$ cat src/design/jts_pkg.sv
`timescale 1ns / 1ps

package jts_pkg;

    // Width of the internal byte counter; spans leave the block at a fixed width.
    localparam int POS_BITS = 24;
    localparam int SPAN_W   = 24;
    localparam int WIDE_W   = (POS_BITS > SPAN_W) ? POS_BITS : SPAN_W;

    // Input queue and result queue sizes.
    localparam int IQ_AW    = 1;
    localparam int IQ_DEPTH = 2 ** IQ_AW;
    localparam int OQ_AW    = 2;
    localparam int OQ_DEPTH = 2 ** OQ_AW;

    // Byte classes found by the front end.
    localparam logic [3:0] C_LBRACE = 4'd0;
    localparam logic [3:0] C_RBRACE = 4'd1;
    localparam logic [3:0] C_LBRACK = 4'd2;
    localparam logic [3:0] C_RBRACK = 4'd3;
    localparam logic [3:0] C_COLON  = 4'd4;
    localparam logic [3:0] C_COMMA  = 4'd5;
    localparam logic [3:0] C_T      = 4'd6;
    localparam logic [3:0] C_F      = 4'd7;
    localparam logic [3:0] C_N      = 4'd8;
    localparam logic [3:0] C_QUOTE  = 4'd9;
    localparam logic [3:0] C_WS     = 4'd10;
    localparam logic [3:0] C_MINUS  = 4'd11;
    localparam logic [3:0] C_DIGIT  = 4'd12;
    localparam logic [3:0] C_DOT    = 4'd13;
    localparam logic [3:0] C_BSLASH = 4'd14;
    localparam logic [3:0] C_OTHER  = 4'd15;

    // Token kinds.
    localparam logic [3:0] K_LBRACE = 4'd0;
    localparam logic [3:0] K_RBRACE = 4'd1;
    localparam logic [3:0] K_LBRACK = 4'd2;
    localparam logic [3:0] K_RBRACK = 4'd3;
    localparam logic [3:0] K_COLON  = 4'd4;
    localparam logic [3:0] K_COMMA  = 4'd5;
    localparam logic [3:0] K_TRUE   = 4'd6;
    localparam logic [3:0] K_FALSE  = 4'd7;
    localparam logic [3:0] K_NULL   = 4'd8;
    localparam logic [3:0] K_NUMBER = 4'd9;
    localparam logic [3:0] K_STRING = 4'd10;
    localparam logic [3:0] K_END    = 4'd11;
    localparam logic [3:0] K_ERROR  = 4'd12;

    // Error codes.
    localparam logic [1:0] E_NONE    = 2'd0;
    localparam logic [1:0] E_LITERAL = 2'd1;
    localparam logic [1:0] E_NOQUOTE = 2'd2;
    localparam logic [1:0] E_BADBYTE = 2'd3;

    // One classified input beat.
    typedef struct packed {
        logic       src_end;
        logic [7:0] text;
        logic [3:0] cls;
    } t_item;

    // One result beat.
    typedef struct packed {
        logic [3:0]        kind;
        logic [1:0]        err;
        logic [SPAN_W-1:0] start;
        logic [SPAN_W-1:0] len;
        logic              last;
    } t_res;

    // Bring a position value to span width, dropping or adding upper bits.
    function automatic logic [SPAN_W-1:0] to_span(input logic [POS_BITS-1:0] v);
        logic [WIDE_W-1:0] w;
        w = WIDE_W'(v);
        return w[SPAN_W-1:0];
    endfunction

endpackage

$ cat src/design/jts_front.sv
`timescale 1ns / 1ps

module jts_front (
    input  logic          i_clk,
    input  logic          i_rst_n,
    input  logic          push,
    output logic          full,
    input  logic [7:0]    i_text_byte,
    input  logic          i_source_end,
    output logic          o_valid,
    output jts_pkg::t_item o_item,
    input  logic          i_take
);
    import jts_pkg::*;

    t_item            r_q [IQ_DEPTH];
    logic [IQ_AW-1:0] r_wp, r_rp;
    logic [IQ_AW:0]   r_cnt;
    logic [IQ_AW:0]   n_cnt;
    logic [3:0]       cls;
    logic             do_push, do_pop;

    // Classify the incoming byte so the scanner only sees a small code.
    always_comb begin
        unique case (i_text_byte)
            8'h7B: cls = C_LBRACE;
            8'h7D: cls = C_RBRACE;
            8'h5B: cls = C_LBRACK;
            8'h5D: cls = C_RBRACK;
            8'h3A: cls = C_COLON;
            8'h2C: cls = C_COMMA;
            8'h74: cls = C_T;
            8'h66: cls = C_F;
            8'h6E: cls = C_N;
            8'h22: cls = C_QUOTE;
            8'h20, 8'h0D, 8'h0A, 8'h09: cls = C_WS;
            8'h2D: cls = C_MINUS;
            8'h2E: cls = C_DOT;
            8'h5C: cls = C_BSLASH;
            default: begin
                if (i_text_byte >= 8'h30 && i_text_byte <= 8'h39) begin
                    cls = C_DIGIT;
                end else begin
                    cls = C_OTHER;
                end
            end
        endcase
    end

    assign full    = (r_cnt == (IQ_AW+1)'(IQ_DEPTH));
    assign do_push = push && !full;
    assign o_valid = (r_cnt != '0);
    assign do_pop  = i_take && o_valid;
    assign o_item  = r_q[r_rp];

    always_comb begin
        n_cnt = r_cnt;
        if (do_push && !do_pop) begin
            n_cnt = r_cnt + 1'b1;
        end else if (!do_push && do_pop) begin
            n_cnt = r_cnt - 1'b1;
        end
    end

    // Queue storage holds payload only.
    always_ff @(posedge i_clk) begin
        if (do_push) begin
            r_q[r_wp] <= '{src_end: i_source_end, text: i_text_byte, cls: cls};
        end
    end

    // Queue pointers and fill count.
    always_ff @(posedge i_clk) begin
        if (!i_rst_n) begin
            r_wp  <= '0;
            r_rp  <= '0;
            r_cnt <= '0;
        end else begin
            if (do_push) begin
                r_wp <= r_wp + 1'b1;
            end
            if (do_pop) begin
                r_rp <= r_rp + 1'b1;
            end
            r_cnt <= n_cnt;
        end
    end

    // The fill count never exceeds the queue depth.
    a_cnt_bound: assert property (@(posedge i_clk) disable iff (!i_rst_n)
        r_cnt <= (IQ_AW+1)'(IQ_DEPTH))
        else $error("input queue count out of range");

    // A beat taken by the scanner leaves the count one lower unless a push came in.
    a_pop_count: assert property (@(posedge i_clk) disable iff (!i_rst_n)
        (do_pop && !do_push) |=> r_cnt == $past(r_cnt) - 1'b1)
        else $error("input queue count did not drop on pop");

    // The pointers are equal whenever the count is zero.
    a_ptr_cnt: assert property (@(posedge i_clk) disable iff (!i_rst_n)
        (r_cnt == '0) |-> (r_wp == r_rp))
        else $error("input queue pointers disagree with empty count");

endmodule

$ cat src/design/jts_engine.sv
`timescale 1ns / 1ps

module jts_engine (
    input  logic           i_clk,
    input  logic           i_rst_n,
    input  logic           i_valid,
    input  jts_pkg::t_item i_item,
    input  logic           i_room,
    output logic           o_take,
    output logic [1:0]     o_n,
    output jts_pkg::t_res  o_r0,
    output jts_pkg::t_res  o_r1
);
    import jts_pkg::*;

    localparam logic [3:0] M_IDLE  = 4'd0;
    localparam logic [3:0] M_TRUE  = 4'd1;
    localparam logic [3:0] M_FALSE = 4'd2;
    localparam logic [3:0] M_NULL  = 4'd3;
    localparam logic [3:0] M_INT   = 4'd4;
    localparam logic [3:0] M_DOT   = 4'd5;
    localparam logic [3:0] M_FRAC  = 4'd6;
    localparam logic [3:0] M_STR   = 4'd7;
    localparam logic [3:0] M_ESC   = 4'd8;
    localparam logic [3:0] M_HEX   = 4'd9;
    localparam logic [3:0] M_DONE  = 4'd10;
    localparam logic [3:0] M_HALT  = 4'd11;

    localparam logic [POS_BITS-1:0] POS_MAX = '1;

    logic [3:0]          r_mode, n_mode;
    logic [2:0]          r_prog, n_prog;
    logic [2:0]          r_hex, n_hex;
    logic [POS_BITS-1:0] r_pos, n_pos;
    logic [POS_BITS-1:0] r_tbeg, n_tbeg;

    logic [POS_BITS-1:0] pinc, pdec, len_p, len_pinc, len_dot;
    logic [7:0]          c;
    logic [3:0]          cls;
    logic                eod;
    logic [2:0]          lit_n;
    logic [3:0]          lit_kind;
    logic                lit_ok;
    logic                va, vb, vs, restart;
    t_res                ra, rb, rs;

    function automatic logic [POS_BITS-1:0] span_len(input logic [POS_BITS-1:0] a,
                                                     input logic [POS_BITS-1:0] b);
        return (b >= a) ? b - a : '0;
    endfunction

    function automatic t_res mk_res(input logic [3:0] kind, input logic [1:0] err,
                                    input logic [POS_BITS-1:0] start,
                                    input logic [POS_BITS-1:0] len);
        t_res r;
        r.kind  = kind;
        r.err   = err;
        r.start = to_span(start);
        r.len   = to_span(len);
        r.last  = 1'b0;
        return r;
    endfunction

    // Expected letter of a literal after its first letter.
    function automatic logic [7:0] lit_char(input logic [3:0] mode, input logic [2:0] prog);
        logic [7:0] ch;
        ch = 8'h00;
        if (mode == M_TRUE) begin
            ch = (prog == 3'd0) ? 8'h72 : (prog == 3'd1) ? 8'h75 : 8'h65;
        end else if (mode == M_FALSE) begin
            ch = (prog == 3'd0) ? 8'h61 : (prog == 3'd1) ? 8'h6C :
                 (prog == 3'd2) ? 8'h73 : 8'h65;
        end else begin
            ch = (prog == 3'd0) ? 8'h75 : 8'h6C;
        end
        return ch;
    endfunction

    assign c        = i_item.text;
    assign cls      = i_item.cls;
    assign eod      = i_item.src_end;
    assign o_take   = i_valid && i_room;
    assign pinc     = (r_pos == POS_MAX) ? r_pos : r_pos + 1'b1;
    assign pdec     = (r_pos != '0) ? r_pos - 1'b1 : '0;
    assign len_p    = span_len(r_tbeg, r_pos);
    assign len_pinc = span_len(r_tbeg, pinc);
    assign len_dot  = (len_p != '0) ? len_p - 1'b1 : '0;
    assign lit_n    = (r_mode == M_FALSE) ? 3'd4 : 3'd3;
    assign lit_kind = (r_mode == M_TRUE) ? K_TRUE : (r_mode == M_FALSE) ? K_FALSE : K_NULL;
    assign lit_ok   = (r_prog < lit_n) && (c == lit_char(r_mode, r_prog));

    // Main step: the current mode decides what the beat does; a byte seen in idle mode
    // or one that ends a number is handed on to the token start logic below.
    always_comb begin
        n_mode  = r_mode;
        n_prog  = r_prog;
        n_hex   = r_hex;
        n_pos   = r_pos;
        n_tbeg  = r_tbeg;
        va      = 1'b0;
        vb      = 1'b0;
        vs      = 1'b0;
        restart = 1'b0;
        ra      = mk_res(K_END, E_NONE, r_pos, '0);
        rb      = ra;
        rs      = ra;
        if (o_take && r_mode != M_HALT) begin
            if (eod) begin
                unique case (r_mode)
                    M_IDLE, M_DONE: begin
                        va     = 1'b1;
                        n_mode = M_DONE;
                    end
                    M_TRUE, M_FALSE, M_NULL: begin
                        va     = 1'b1;
                        ra     = mk_res(K_ERROR, E_LITERAL, r_tbeg, len_p);
                        n_mode = M_HALT;
                    end
                    M_INT, M_FRAC: begin
                        va     = 1'b1;
                        vb     = 1'b1;
                        ra     = mk_res(K_NUMBER, E_NONE, r_tbeg, len_p);
                        rb     = mk_res(K_END, E_NONE, r_pos, '0);
                        n_mode = M_DONE;
                    end
                    M_DOT: begin
                        va     = 1'b1;
                        vb     = 1'b1;
                        ra     = mk_res(K_NUMBER, E_NONE, r_tbeg, len_dot);
                        rb     = mk_res(K_ERROR, E_BADBYTE, pdec, POS_BITS'(1));
                        n_mode = M_HALT;
                    end
                    M_STR, M_ESC, M_HEX: begin
                        va     = 1'b1;
                        ra     = mk_res(K_ERROR, E_NOQUOTE, r_tbeg, len_p);
                        n_hex  = '0;
                        n_mode = M_HALT;
                    end
                    default: begin
                        n_mode = r_mode;
                    end
                endcase
            end else if (r_mode != M_DONE) begin
                n_pos = pinc;
                unique case (r_mode)
                    M_IDLE: begin
                        restart = 1'b1;
                    end
                    M_TRUE, M_FALSE, M_NULL: begin
                        if (lit_ok) begin
                            n_prog = r_prog + 1'b1;
                            if (r_prog + 1'b1 == lit_n) begin
                                va     = 1'b1;
                                ra     = mk_res(lit_kind, E_NONE, r_tbeg, len_pinc);
                                n_mode = M_IDLE;
                                n_prog = '0;
                            end
                        end else begin
                            va     = 1'b1;
                            ra     = mk_res(K_ERROR, E_LITERAL, r_tbeg, len_pinc);
                            n_mode = M_HALT;
                        end
                    end
                    M_INT, M_FRAC: begin
                        if (cls == C_DIGIT) begin
                            n_mode = r_mode;
                        end else if (r_mode == M_INT && cls == C_DOT) begin
                            n_mode = M_DOT;
                        end else begin
                            va      = 1'b1;
                            ra      = mk_res(K_NUMBER, E_NONE, r_tbeg, len_p);
                            n_mode  = M_IDLE;
                            restart = 1'b1;
                        end
                    end
                    M_DOT: begin
                        if (cls == C_DIGIT) begin
                            n_mode = M_FRAC;
                        end else begin
                            va     = 1'b1;
                            vb     = 1'b1;
                            ra     = mk_res(K_NUMBER, E_NONE, r_tbeg, len_dot);
                            rb     = mk_res(K_ERROR, E_BADBYTE, pdec, POS_BITS'(1));
                            n_mode = M_HALT;
                        end
                    end
                    M_STR: begin
                        if (cls == C_QUOTE) begin
                            va     = 1'b1;
                            ra     = mk_res(K_STRING, E_NONE, r_tbeg, len_p);
                            n_mode = M_IDLE;
                        end else if (cls == C_BSLASH) begin
                            n_mode = M_ESC;
                        end
                    end
                    M_ESC: begin
                        if (c == 8'h75) begin
                            n_mode = M_HEX;
                            n_hex  = 3'd4;
                        end else begin
                            n_mode = M_STR;
                        end
                    end
                    M_HEX: begin
                        n_hex = (r_hex != '0) ? r_hex - 1'b1 : r_hex;
                        if (n_hex == '0) begin
                            n_mode = M_STR;
                        end
                    end
                    default: begin
                        n_mode = r_mode;
                    end
                endcase
            end

            // Token start: a byte between tokens opens a token; whitespace is skipped.
            if (restart) begin
                unique case (cls)
                    C_LBRACE: begin
                        vs = 1'b1;
                        rs = mk_res(K_LBRACE, E_NONE, r_pos, POS_BITS'(1));
                    end
                    C_RBRACE: begin
                        vs = 1'b1;
                        rs = mk_res(K_RBRACE, E_NONE, r_pos, POS_BITS'(1));
                    end
                    C_LBRACK: begin
                        vs = 1'b1;
                        rs = mk_res(K_LBRACK, E_NONE, r_pos, POS_BITS'(1));
                    end
                    C_RBRACK: begin
                        vs = 1'b1;
                        rs = mk_res(K_RBRACK, E_NONE, r_pos, POS_BITS'(1));
                    end
                    C_COLON: begin
                        vs = 1'b1;
                        rs = mk_res(K_COLON, E_NONE, r_pos, POS_BITS'(1));
                    end
                    C_COMMA: begin
                        vs = 1'b1;
                        rs = mk_res(K_COMMA, E_NONE, r_pos, POS_BITS'(1));
                    end
                    C_T, C_F, C_N: begin
                        n_mode = (cls == C_T) ? M_TRUE : (cls == C_F) ? M_FALSE : M_NULL;
                        n_prog = '0;
                        n_tbeg = r_pos;
                    end
                    C_QUOTE: begin
                        n_mode = M_STR;
                        n_tbeg = pinc;
                    end
                    C_WS: begin
                        n_mode = M_IDLE;
                    end
                    C_MINUS, C_DIGIT: begin
                        n_mode = M_INT;
                        n_tbeg = r_pos;
                    end
                    default: begin
                        vs     = 1'b1;
                        rs     = mk_res(K_ERROR, E_BADBYTE, r_pos, POS_BITS'(1));
                        n_mode = M_HALT;
                    end
                endcase
            end
        end
    end

    // Pack the results of this beat in order and mark the final one.
    always_comb begin
        o_r0 = va ? ra : rs;
        o_r1 = vb ? rb : rs;
        o_n  = 2'(va) + 2'(vb) + 2'(vs);
        o_r0.last = (o_n == 2'd1);
        o_r1.last = 1'b1;
    end

    // Scanner state.
    always_ff @(posedge i_clk) begin
        if (!i_rst_n) begin
            r_mode <= M_IDLE;
            r_prog <= '0;
            r_hex  <= '0;
            r_pos  <= '0;
            r_tbeg <= '0;
        end else begin
            r_mode <= n_mode;
            r_prog <= n_prog;
            r_hex  <= n_hex;
            r_pos  <= n_pos;
            r_tbeg <= n_tbeg;
        end
    end

    // Once halted, the scanner stays halted until reset.
    a_halt_sticky: assert property (@(posedge i_clk) disable iff (!i_rst_n)
        (r_mode == M_HALT) |=> (r_mode == M_HALT))
        else $error("scanner left the halted mode");

    // An error result always halts the scanner on the next cycle.
    a_error_halts: assert property (@(posedge i_clk) disable iff (!i_rst_n)
        (o_n != 2'd0 && ((o_n == 2'd1 && o_r0.kind == K_ERROR) ||
                         (o_n == 2'd2 && o_r1.kind == K_ERROR)))
        |=> (r_mode == M_HALT))
        else $error("error token without halt");

    // The byte position never moves backward.
    a_pos_mono: assert property (@(posedge i_clk) disable iff (!i_rst_n)
        1'b1 |=> (r_pos >= $past(r_pos)))
        else $error("byte position went backward");

    // Nothing is produced in a cycle without a taken beat.
    a_no_spurious: assert property (@(posedge i_clk) disable iff (!i_rst_n)
        !o_take |-> (o_n == 2'd0))
        else $error("result produced without an input beat");

endmodule

$ cat src/design/jts_res_q.sv
`timescale 1ns / 1ps

module jts_res_q (
    input  logic          i_clk,
    input  logic          i_rst_n,
    input  logic [1:0]    i_n,
    input  jts_pkg::t_res i_r0,
    input  jts_pkg::t_res i_r1,
    output logic          o_room,
    output logic          empty,
    input  logic          pop,
    output jts_pkg::t_res o_head
);
    import jts_pkg::*;

    t_res             r_q [OQ_DEPTH];
    logic [OQ_AW-1:0] r_wp, r_rp;
    logic [OQ_AW:0]   r_cnt;
    logic [OQ_AW-1:0] wp1;
    logic             do_pop;

    assign wp1    = r_wp + 1'b1;
    assign empty  = (r_cnt == '0);
    assign do_pop = pop && !empty;
    assign o_room = (r_cnt <= (OQ_AW+1)'(OQ_DEPTH - 2));
    assign o_head = r_q[r_rp];

    // Up to two results are written per cycle at consecutive slots.
    always_ff @(posedge i_clk) begin
        if (i_n != 2'd0) begin
            r_q[r_wp] <= i_r0;
        end
        if (i_n == 2'd2) begin
            r_q[wp1] <= i_r1;
        end
    end

    // Pointers and fill count.
    always_ff @(posedge i_clk) begin
        if (!i_rst_n) begin
            r_wp  <= '0;
            r_rp  <= '0;
            r_cnt <= '0;
        end else begin
            r_wp  <= r_wp + OQ_AW'(i_n);
            if (do_pop) begin
                r_rp <= r_rp + 1'b1;
            end
            r_cnt <= r_cnt + (OQ_AW+1)'(i_n) - (OQ_AW+1)'(do_pop);
        end
    end

    // Results only arrive when two free slots were announced.
    a_no_overflow: assert property (@(posedge i_clk) disable iff (!i_rst_n)
        (i_n != 2'd0) |-> o_room)
        else $error("result queue written without room");

    // The fill count never exceeds the queue depth.
    a_cnt_bound: assert property (@(posedge i_clk) disable iff (!i_rst_n)
        r_cnt <= (OQ_AW+1)'(OQ_DEPTH))
        else $error("result queue count out of range");

    // A pair written together ends with its final result marked.
    a_pair_last: assert property (@(posedge i_clk) disable iff (!i_rst_n)
        (i_n == 2'd2) |-> (i_r1.last && !i_r0.last))
        else $error("result pair marked wrongly");

endmodule

$ cat src/design/json_token_scanner_core.sv
`timescale 1ns / 1ps

// Streaming JSON lexer that takes one source byte (or an end-of-source marker) per
// beat and returns tokens: punctuation, true/false/null, numbers and strings as
// spans of the source, plus an end token or a single error token, after which the
// block ignores all input until reset. It accepts one byte per clock cycle unless
// full is high; the scanner step is combinational, so the input rate is bounded
// only by the 4-entry result queue draining at one result per cycle, since a byte
// ending a number can produce two results. A pushed byte waits in a 2-entry input
// queue, is scanned at its head when the result queue has room, and its results
// are registered there. No clearing pass follows reset; positions saturate at 2^24-1.
module json_token_scanner_core (
    input  logic        i_clk,
    input  logic        i_rst_n,
    input  logic        push,
    output logic        full,
    input  logic [7:0]  i_text_byte,
    input  logic        i_source_end,
    output logic        empty,
    input  logic        pop,
    output logic [3:0]  o_token_kind,
    output logic [1:0]  o_error_code,
    output logic [23:0] o_span_start,
    output logic [23:0] o_span_length,
    output logic        o_last_of_run
);
    import jts_pkg::*;

    logic       item_valid, take, room;
    t_item      item;
    logic [1:0] res_n;
    t_res       res0, res1, head;

    // Front end: accept and classify source bytes.
    jts_front u_front (
        .i_clk        (i_clk),
        .i_rst_n      (i_rst_n),
        .push         (push),
        .full         (full),
        .i_text_byte  (i_text_byte),
        .i_source_end (i_source_end),
        .o_valid      (item_valid),
        .o_item       (item),
        .i_take       (take)
    );

    // Scanner state machine.
    jts_engine u_engine (
        .i_clk   (i_clk),
        .i_rst_n (i_rst_n),
        .i_valid (item_valid),
        .i_item  (item),
        .i_room  (room),
        .o_take  (take),
        .o_n     (res_n),
        .o_r0    (res0),
        .o_r1    (res1)
    );

    // Result queue toward the consumer.
    jts_res_q u_res_q (
        .i_clk   (i_clk),
        .i_rst_n (i_rst_n),
        .i_n     (res_n),
        .i_r0    (res0),
        .i_r1    (res1),
        .o_room  (room),
        .empty   (empty),
        .pop     (pop),
        .o_head  (head)
    );

    assign o_token_kind  = head.kind;
    assign o_error_code  = head.err;
    assign o_span_start  = head.start;
    assign o_span_length = head.len;
    assign o_last_of_run = head.last;

endmodule
$ cat config.mk
export PLATFORM = sky130hd
export DESIGN_NAME = json_token_scanner_core
export DESIGN_NICKNAME = d
export VERILOG_FILES = /design/src/design/jts_pkg.sv /design/src/design/jts_front.sv /design/src/design/jts_engine.sv /design/src/design/jts_res_q.sv /design/src/design/json_token_scanner_core.sv
export SDC_FILE = /design/constraint.sdc
export NUM_CORES = 1
export LEC_CHECK = 0
export ABC_AREA = 1
export BUFFER_PORTS_ARGS = -buffer_cell sky130_fd_sc_hd__buf_4
export CAP_MARGIN = 20
export CORE_MARGIN = 4
export CORE_UTILIZATION = 45
export CTS_BUF_LIST = sky130_fd_sc_hd__clkbuf_4 sky130_fd_sc_hd__clkbuf_8 sky130_fd_sc_hd__clkbuf_16
export CTS_CLUSTER_SIZE = 12
export DETAILED_ROUTE_END_ITERATION = 16
export GPL_TIMING_DRIVEN = 0
export PLACE_DENSITY = 0.57
export SYNTH_ARGS = -nofsm -noshare
export SYNTH_HDL_FRONTEND = slang
export SYNTH_SLANG_ARGS = --single-unit
$ cat constraint.sdc
create_clock -name i_clk -period 14.01 [get_ports i_clk]
set_input_delay 2.1015 -clock i_clk [delete_from_list [all_inputs] [get_ports i_clk]]
set_output_delay 2.1015 -clock i_clk [all_outputs]
set_load 0.1 [all_outputs]
==> Yosys cells after proc, flatten, opt, wreduce, memory -nomap -nowiden <==
Memory sizes are Yosys's and may differ from the RTL's. A register that Yosys moved wholly into a read port is not among the register bits.
Index checks and enable logic that the tools add are counted.
{ "classes": {"addsub": 18, "bitwise": 1, "eq_ne": 54, "n_mux": 106, "magnitude_cmp": 6, "n_reduce_logical": 44} }
{ "op_table": {"columns": ["operator", "n"], "rows": [
  ["55-bit two-way mux", 14],
  ["55-bit case mux with 7 select lines", 1],
  ["55-bit case mux with 4 select lines", 1],
  ["54-bit case mux with 4 select lines", 1],
  ["24-bit two-way mux", 5],
  ["54-bit two-way mux", 2],
  ["53-bit two-way mux", 2],
  ["8-bit by 7-bit == test with 1-bit output (second input constant)", 9],
  ["4-bit two-way mux", 14],
  ["4-bit case mux with 14 select lines", 1],
  ["52-bit two-way mux", 1],
  ["8-bit by 6-bit == test with 1-bit output (second input constant)", 6],
  ["24-bit greater-or-equal comparator", 2],
  ["24-bit case mux with 2 select lines", 1],
  ["24-bit nonzero test", 2],
  ["24-bit by 1-bit subtractor with 24-bit output (second input constant)", 2],
  ["24-bit subtractor", 2],
  ["3-bit two-way mux", 14],
  ["4-bit == test (second input constant)", 10],
  ["8-bit two-way mux", 5],
  ["4-bit by 3-bit == test with 1-bit output (second input constant)", 8],
  ["1-bit two-way mux", 30],
  ["24-bit by 1-bit adder with 24-bit output (second input constant)", 1],
  ["24-bit == test (second input constant)", 1],
  ["other kinds (50)", 94]
]} }
{ "totals": {"wordCells": 242, "output_inout_bits": 57, "ram_bits": 246, "inputBits": 13, "mem_count": 2, "regBits": 69} }
{ "memory_table": {"columns": ["memory", "depth", "word_bits", "rd", "rd_ports_with_merged_regs", "wr", "line_no", "source"], "rows": [
  ["u_res_q.r_q", 4, 55, 1, 1, 2, "jts_res_q.sv:16", "t_res r_q [OQ_DEPTH];"],
  ["u_front.r_q", 2, 13, 1, 1, 1, "jts_front.sv:16", "t_item r_q [IQ_DEPTH];"]
]} }

==> Logic depth before layout (Yosys ltp) <==
Gate-level depths: netlist (run 1).
{ "logic_depth": {"ltp_word": 18, "depth_mapped": 30, "ltp_nobuf": 29} }

==> By module <==
Synthesis (run 1) repeated with hierarchy kept, for this count alone.
{ "unflattened": {"cells_unflattened": 3327, "hier_area_um2": 24114.4} }
{ "by_module_without_submodules": {"columns": ["mod", "n_inst", "area_each_um2", "cells_per_inst", "seq_area_each_um2"], "rows": [
  ["jts_res_q", 1, 11432.2, 1150, 6786.5],
  ["jts_engine", 1, 11141.9, 2028, 1161.1],
  ["jts_front", 1, 1540.2, 149, 880.8]
]} }

==> Worst setup path before layout (run 1) <==
Ideal clock, no wire load.
{ "synth_path": {"path_type": "register to register", "startpoint": "reg u_engine.r_mode[1]", "endpoint": "mem u_res_q.r_q[2][1] (netlist bit) (enable)", "path_stages_with_launch": 23, "path_slack_ns": 9.185, "t_required_ns": 13.624, "synth_period_minus_slack_ns": 4.825, "arrival_ns": 4.439, "n_path_buf": 3, "setup_ns": 0.386, "cell_sequence": "dfxtp_1 inv_2 nor2_1 nand2_1 ha_1 a21oi_1 o211ai_1 nand3b_1 nor2_1 nand4_2 nand2_1 nand4_2 nand3_4 inv_2 buf_4 fa_1 nor2_1 inv_1 nor2_1 clkbuf_1 nor2_1 clkbuf_1 inv_1"} }
{ "synth_lines": {"columns": ["item", "line_no", "source"], "rows": [
  ["start: declaration", "jts_engine.sv:31", "logic [3:0] r_mode, n_mode;"],
  ["start signal: assignment", "jts_engine.sv:287", "r_mode <= n_mode;"],
  ["end: declaration", "jts_res_q.sv:16", null]
]} }

==> reports/results.ini, run 1 <==
[finish]
final_common_cell=nand2_1
layout-drive-gt1-share_pct=6.106
layout_common_cells=nand2_1, inv_1, nor2_1
seq_area_sq_mm=0.007868
area_growth_syn_to_layout_pct=11.20
n_fill_cell=5218
multi_input_area_sq_mm=0.01293
final_nets=3660
diodes=0

[drt]
post_drt_wl_per_cell_um=22.88
drc=0
via_count=25400
highest_layer=met4
vias_per_cell=5.942
wl_met1_um=40440
ant_nets=0
met2_length_um=43480
first_iter_violations=3155
first_pass_iters=6
wl_met3_um=9540
wl_um=97800

[place]
dpl.hpwl_um=76700
place_congestion=1.030
portBuffers=69
place_ws_ns=7.522

[sta]
fin_crit_sh_pct=48.43
rsz0062_at_grt=no
setup_slack_ns=7.225
fin_crit_ns=6.785
worst_slew_pin_slew_ns=1.102
setup_viol=0
maxSlewHeadroom_pct=25.90
finClkSkew_ns=0.02042
drv_slew=0
tns_ns=0
fmax_mhz=147.4
hold_viol=0

[synthesis]
syn_inst=3468
ys_seq_elements=318
synth_ff_type=dfxtp_1
syn_avg_cell_area_sq_um=6.602
synth_warnings=0
synthArstFlopShare_pct=0
ys_seq_area_share_pct=34.36
synth-edff-count=150
syn_nets=3550
synth_cell_types=62
netlist_area_sq_mm=0.02289

[worst_setup_path]
crit_chain=inv_2, nor2_1, nand2_1, ha_1, a21oi_1, o211ai_1, nand3b_1, nor2_1, nand4_2, nand2_1, nand4_2, nand3_4, inv_2, buf_4, fa_1, nor2_1, inv_1, nor2_1, clkbuf_1, nor2_1, clkbuf_1, inv_2
critical_path_class=flop to flop
crit_path_max_fanout=31
slowest_delay_ns=0.71
cp.required_ns=14.20
end_kind=flop
crit_top_cell=nor2_1
slowest_stage=inv_2
critical_path_arrival_ns=6.97
start_kind=flop

[die]
dieArea_sq_mm=0.05455
start_util_pct=45.54
die_y_um=233.6
die_w_um=233.6
core_sq_mm=0.05027
fp-row-count=82
ios=70

[global_route]
antenna_found_initial=0
grt_pass1_vias=23520
grt_util_all_layers_pct=34.88
overflow=0
grt_pass1_wl_um=144100
grt_max_degree=32

[cts]
cts_resized=0
cts_buffers=37
clkLatencyLatePin_ns=0.57
cts_tree=built
clock_path_buffers=3
htreeDepth=2
path_clk_slew_ns=0.06
cts_setup_buffers=0
cts_sinks=318
hold_buffers=0
root_buffer=clkbuf_16

[job]
max_cap_viol_count=0

[status]
status=finished clean

[min_path]
min_path_type=flop to flop

==> worst paths after layout <==
kind,from,end,slack (ns),cells past startpoint
max,u_engine.r_mode[1],u_res_q.r_q[3][47],7.22,22
min,u_res_q.r_q[1][4],u_res_q.r_q[1][4],0.45,2
max reg2reg,u_engine.r_mode[1],u_res_q.r_q[3][47],7.22,22
min reg2reg,u_res_q.r_q[1][4],u_res_q.r_q[1][4],0.45,2
==> state kept, by name, indices dropped and copies added (netlist names), named ones only <==
signal,cells
u_front.r_wp,1
u_engine.r_tbeg,24
u_front.r_cnt,2
u_front.r_q,26
u_engine.r_pos,24
u_res_q.r_wp,2
u_res_q.r_rp,2
u_res_q.r_q,220
u_engine.r_prog,3
u_front.r_rp,1
u_engine.r_hex,3
u_engine.r_mode,4
u_res_q.r_cnt,3
==> cell usage after synthesis (10+ instances only) <==
master / number / area, sq um
buf_1: 14 / 52.55
nand4_1: 144 / 900.9
dfxtp_1: 168 / 3363
a21oi_1: 177 / 885.9
inv_1: 356 / 1336
nand3_2: 10 / 100.1
nor4_1: 12 / 75.07
nor2_1: 352 / 1321
edfxtp_1: 150 / 4504
a31oi_1: 10 / 62.56
o22ai_1: 65 / 406.6
nor3_1: 42 / 210.2
ha_1: 65 / 813.3
o21ai_0: 278 / 1391
a221oi_1: 16 / 140.1
nand3_1: 237 / 1186
clkbuf_1: 136 / 510.5
o21ai_1: 45 / 225.2
o211ai_1: 17 / 127.6
inv_2: 20 / 75.07
xnor2_1: 13 / 113.9
xor2_1: 43 / 376.6
nand2_1: 968 / 3633
==> cell type report <==
class | count | share of cell area, %
well taps | 672 | 3.303
multi-input cells | 2604 | 50.78
repair buffers | 71 | 2.094
clock inverters | 10 | 0.3047
flip-flops and latches | 318 | 30.90
clock buffers | 54 | 4.374
plain buffers | 165 | 2.629
inverters | 381 | 5.617
==> kinds of logic (layout without fill, tap and decap cells) <==
family	count (synthesis)	count (layout)	share of synthesized area (%)
XOR/XNOR	56	56	2.142
AO/OA/AOI/OAI	659	659	15.97
multiplexers	1	1	0.04372
buffers and inverters	546	681	9.170
flip-flops	318	318	34.36
AND/OR/NAND/NOR	1819	1819	34.40
adder cells (fa/ha/maj)	69	69	3.902
==> metal layers <==
layer,vias to the layer above,global-route usage (%)
met1,11880,47.68
met5,-,0
li1,11890,-
met3,244,5.963
met4,0,13.42
met2,1396,55.19
==> metrics by stage <==
| stage | hold slack, ns | instances | utilization [%] | area, sq um |
|---|---|---|---|---|
| global placement | 0.4338 | 4209 | 48.24 | 24250 |
| detailed placement | 0.4366 | 4211 | 48.27 | 24270 |
| CTS | 0.4498 | 4275 | 50.64 | 25460 |
| floorplan | 0.4209 | 3468 | - | 22890 |
| finish | 0.4474 | 4275 | 50.64 | 25460 |
| global route | 0.4645 | 4275 | 50.64 | 25460 |
==> worst max-delay path: cells and delay by family (launching register included) <==
family                   cells  cell delay [ns]
buffers and inverters        7             2.22
flip-flops                   1             0.45
AO/OA/AOI/OAI                2             0.28
adder cells (fa/ha/maj)      2             0.95
AND/OR/NAND/NOR             11             2.42
Power of run 1 is left out: the tool's default activity adds up to more than one toggle a clock period on the data nets, which glitch-free logic cannot reach.
==> run 2, diff against run 1 <==
Clock period 14.01 ns to 6.4 ns, I/O delays scaled along.
==> run 2 against run 1 <==
- die area stayed put
- register-to-register slack worse by 7.0 ns
- maximum frequency up 9.4%
- flip-flop and latch count unchanged
- clock skew is 0.0040 ns higher
- final cell count unchanged
- cell area up 0.10%
- worst hold slack improved by 0.00095 ns
- highest routed layer unchanged
==> reports/results.ini, run 2 (synthesized netlist as in run 1, its figures left out) <==
[status]
status=finished clean  ; unchanged

[worst_setup_path]
cp.required_ns=6.86  ; was 14.20 ns
critical_path_class=flop to flop  ; unchanged
end_kind=flop  ; unchanged
critical_path_arrival_ns=6.67  ; was 6.97 ns
r2r_cells=24  ; was 22
start_kind=flop  ; unchanged
crit_path_max_fanout=9  ; was 31

[global_route]
grt_pass1_vias=23520  ; unchanged
grt_util_all_layers_pct=34.88  ; about the same
antenna_found_initial=0  ; unchanged
grt_max_degree=32  ; unchanged
overflow=0  ; unchanged
grt_pass1_wl_um=144100  ; about the same

[drt]
post_drt_wl_per_cell_um=22.94  ; was 22.88 um
wl_um=98090  ; was 97,800 um
wl_met1_um=40830  ; was 40,440 um
met2_length_um=43600  ; was 43,480 um
first_iter_violations=3176  ; was 3,155
highest_layer=met4  ; unchanged
via_count=25510  ; was 25,400
drc=0  ; unchanged
first_pass_iters=6  ; unchanged
ant_nets=0  ; unchanged
vias_per_cell=5.967  ; was 5.942
wl_met3_um=9350  ; was 9540 um

[place]
portBuffers=69  ; unchanged
place_congestion=1.030  ; unchanged
place_ws_ns=-0.08780  ; was 7.522 ns
dp.cells=4211  ; unchanged
dpl.hpwl_um=76700  ; unchanged

[finish]
layout-drive-gt1-share_pct=6.356  ; was 6.106%
diodes=0  ; unchanged
top_regs=u_res_q.r_q x220, u_front.r_q x26  ; unchanged
largest-register=u_res_q.r_q  ; unchanged
final_util_pct=50.69  ; was 50.64%
final_nets=3660  ; unchanged
largest_reg_flops=220  ; unchanged
area_growth_syn_to_layout_pct=11.32  ; was 11.20%
instances_no_fill=4275  ; unchanged
final_common_cell=nand2_1  ; unchanged
layout_common_cells=nand2_1, inv_1, nor2_1  ; unchanged

[sta]
maxSlewHeadroom_pct=25.48  ; was 25.90%
fin_crit_ns=6.204  ; was 6.785 ns
hold_viol=0  ; unchanged
rsz0062_at_grt=no  ; unchanged
setup_slack_ns=0.1964  ; was 7.225 ns
drv_slew=0  ; unchanged
finClkSkew_ns=0.02447  ; was 0.02042 ns
fin_crit_sh_pct=96.93  ; was 48.43%
setup_viol=0  ; unchanged
tns_ns=0  ; unchanged
fmax_mhz=161.2  ; was 147.4 MHz
worst_slew_pin_slew_ns=1.108  ; was 1.102 ns

[min_path]
min_path_type=flop to flop  ; unchanged
hold_depth=2  ; unchanged

[die]
die_w_um=233.6  ; unchanged
dieArea_sq_mm=0.05455  ; unchanged
die_y_um=233.6  ; unchanged
fp-row-count=82  ; unchanged
core_sq_mm=0.05027  ; unchanged
ios=70  ; unchanged
start_util_pct=45.54  ; unchanged

[cts]
cts_buffers=37  ; unchanged
cts_sinks=318  ; unchanged
cts_setup_buffers=0  ; unchanged
hold_buffers=0  ; unchanged
clock_path_buffers=3  ; unchanged
htreeDepth=2  ; unchanged
cts_resized=3  ; was 0
path_clk_slew_ns=0.06  ; about the same
root_buffer=clkbuf_16  ; unchanged
cts_tree=built  ; unchanged
clkLatencyLatePin_ns=0.57  ; about the same

[job]
max_cap_viol_count=0  ; unchanged

## run 2: critical path, stage by stage (launching register included)
cell and delay (ns):
dfxtp_1 0.40, clkbuf_1 0.41, clkinv_1 0.45, nor4_2 0.54, nand4_1 0.14, nor2_1 0.23
inv_1 0.18, o21ai_0 0.57, inv_1 0.12, ha_1 0.32, nand2_1 0.05, o21ai_0 0.28
a21oi_1 0.22, o21ai_0 0.50, nand2_1 0.10, nand2_1 0.18, nand2_1 0.07, nand2_1 0.11
nand2_1 0.10, nand2_1 0.07, nand2_1 0.11, a31oi_1 0.34, nand3_1 0.36, nand4_1 0.20
nand2_1 0.06
## run 2: final timing paths
path                           start                  to  slack, ns
setup / recovery   u_engine.r_pos[9]  u_res_q.r_q[2][24]       0.20
hold / removal    u_res_q.r_q[2][16]  u_res_q.r_q[2][16]       0.45
hold reg to reg   u_res_q.r_q[2][16]  u_res_q.r_q[2][16]       0.45
setup reg to reg   u_engine.r_pos[9]  u_res_q.r_q[2][24]       0.20
## run 2: layout make-up
type / instances / area, sq um
Timing Repair Buffer: 71 / 533.0
Sequential cell: 318 / 7868
Buffer: 165 / 679.4
Inverter: 381 / 1440
Clock inverter: 10 / 77.57
Tap cell: 672 / 840.8
Fill cell: 5213 / 24790
Clock buffer: 54 / 1114
Multi-Input combinational cell: 2604 / 12930
## run 2: per-layer routing
layer | vias to the layer above | track usage [%]
met5 | - | 0
met2 | 1382 | 55.19
met4 | 0 | 13.42
met1 | 12000 | 47.68
li1 | 11870 | -
met3 | 258 | 5.963
## run 2: through the flow
stage               area (sq um)  hold WS (ns)
floorplan                  22890        0.4209
global placement           24250        0.4338
detailed placement         24270        0.4366
CTS                        25470        0.4498
global route               25490        0.4645
finish                     25490        0.4483
Power of run 2 is left out for the same reason.
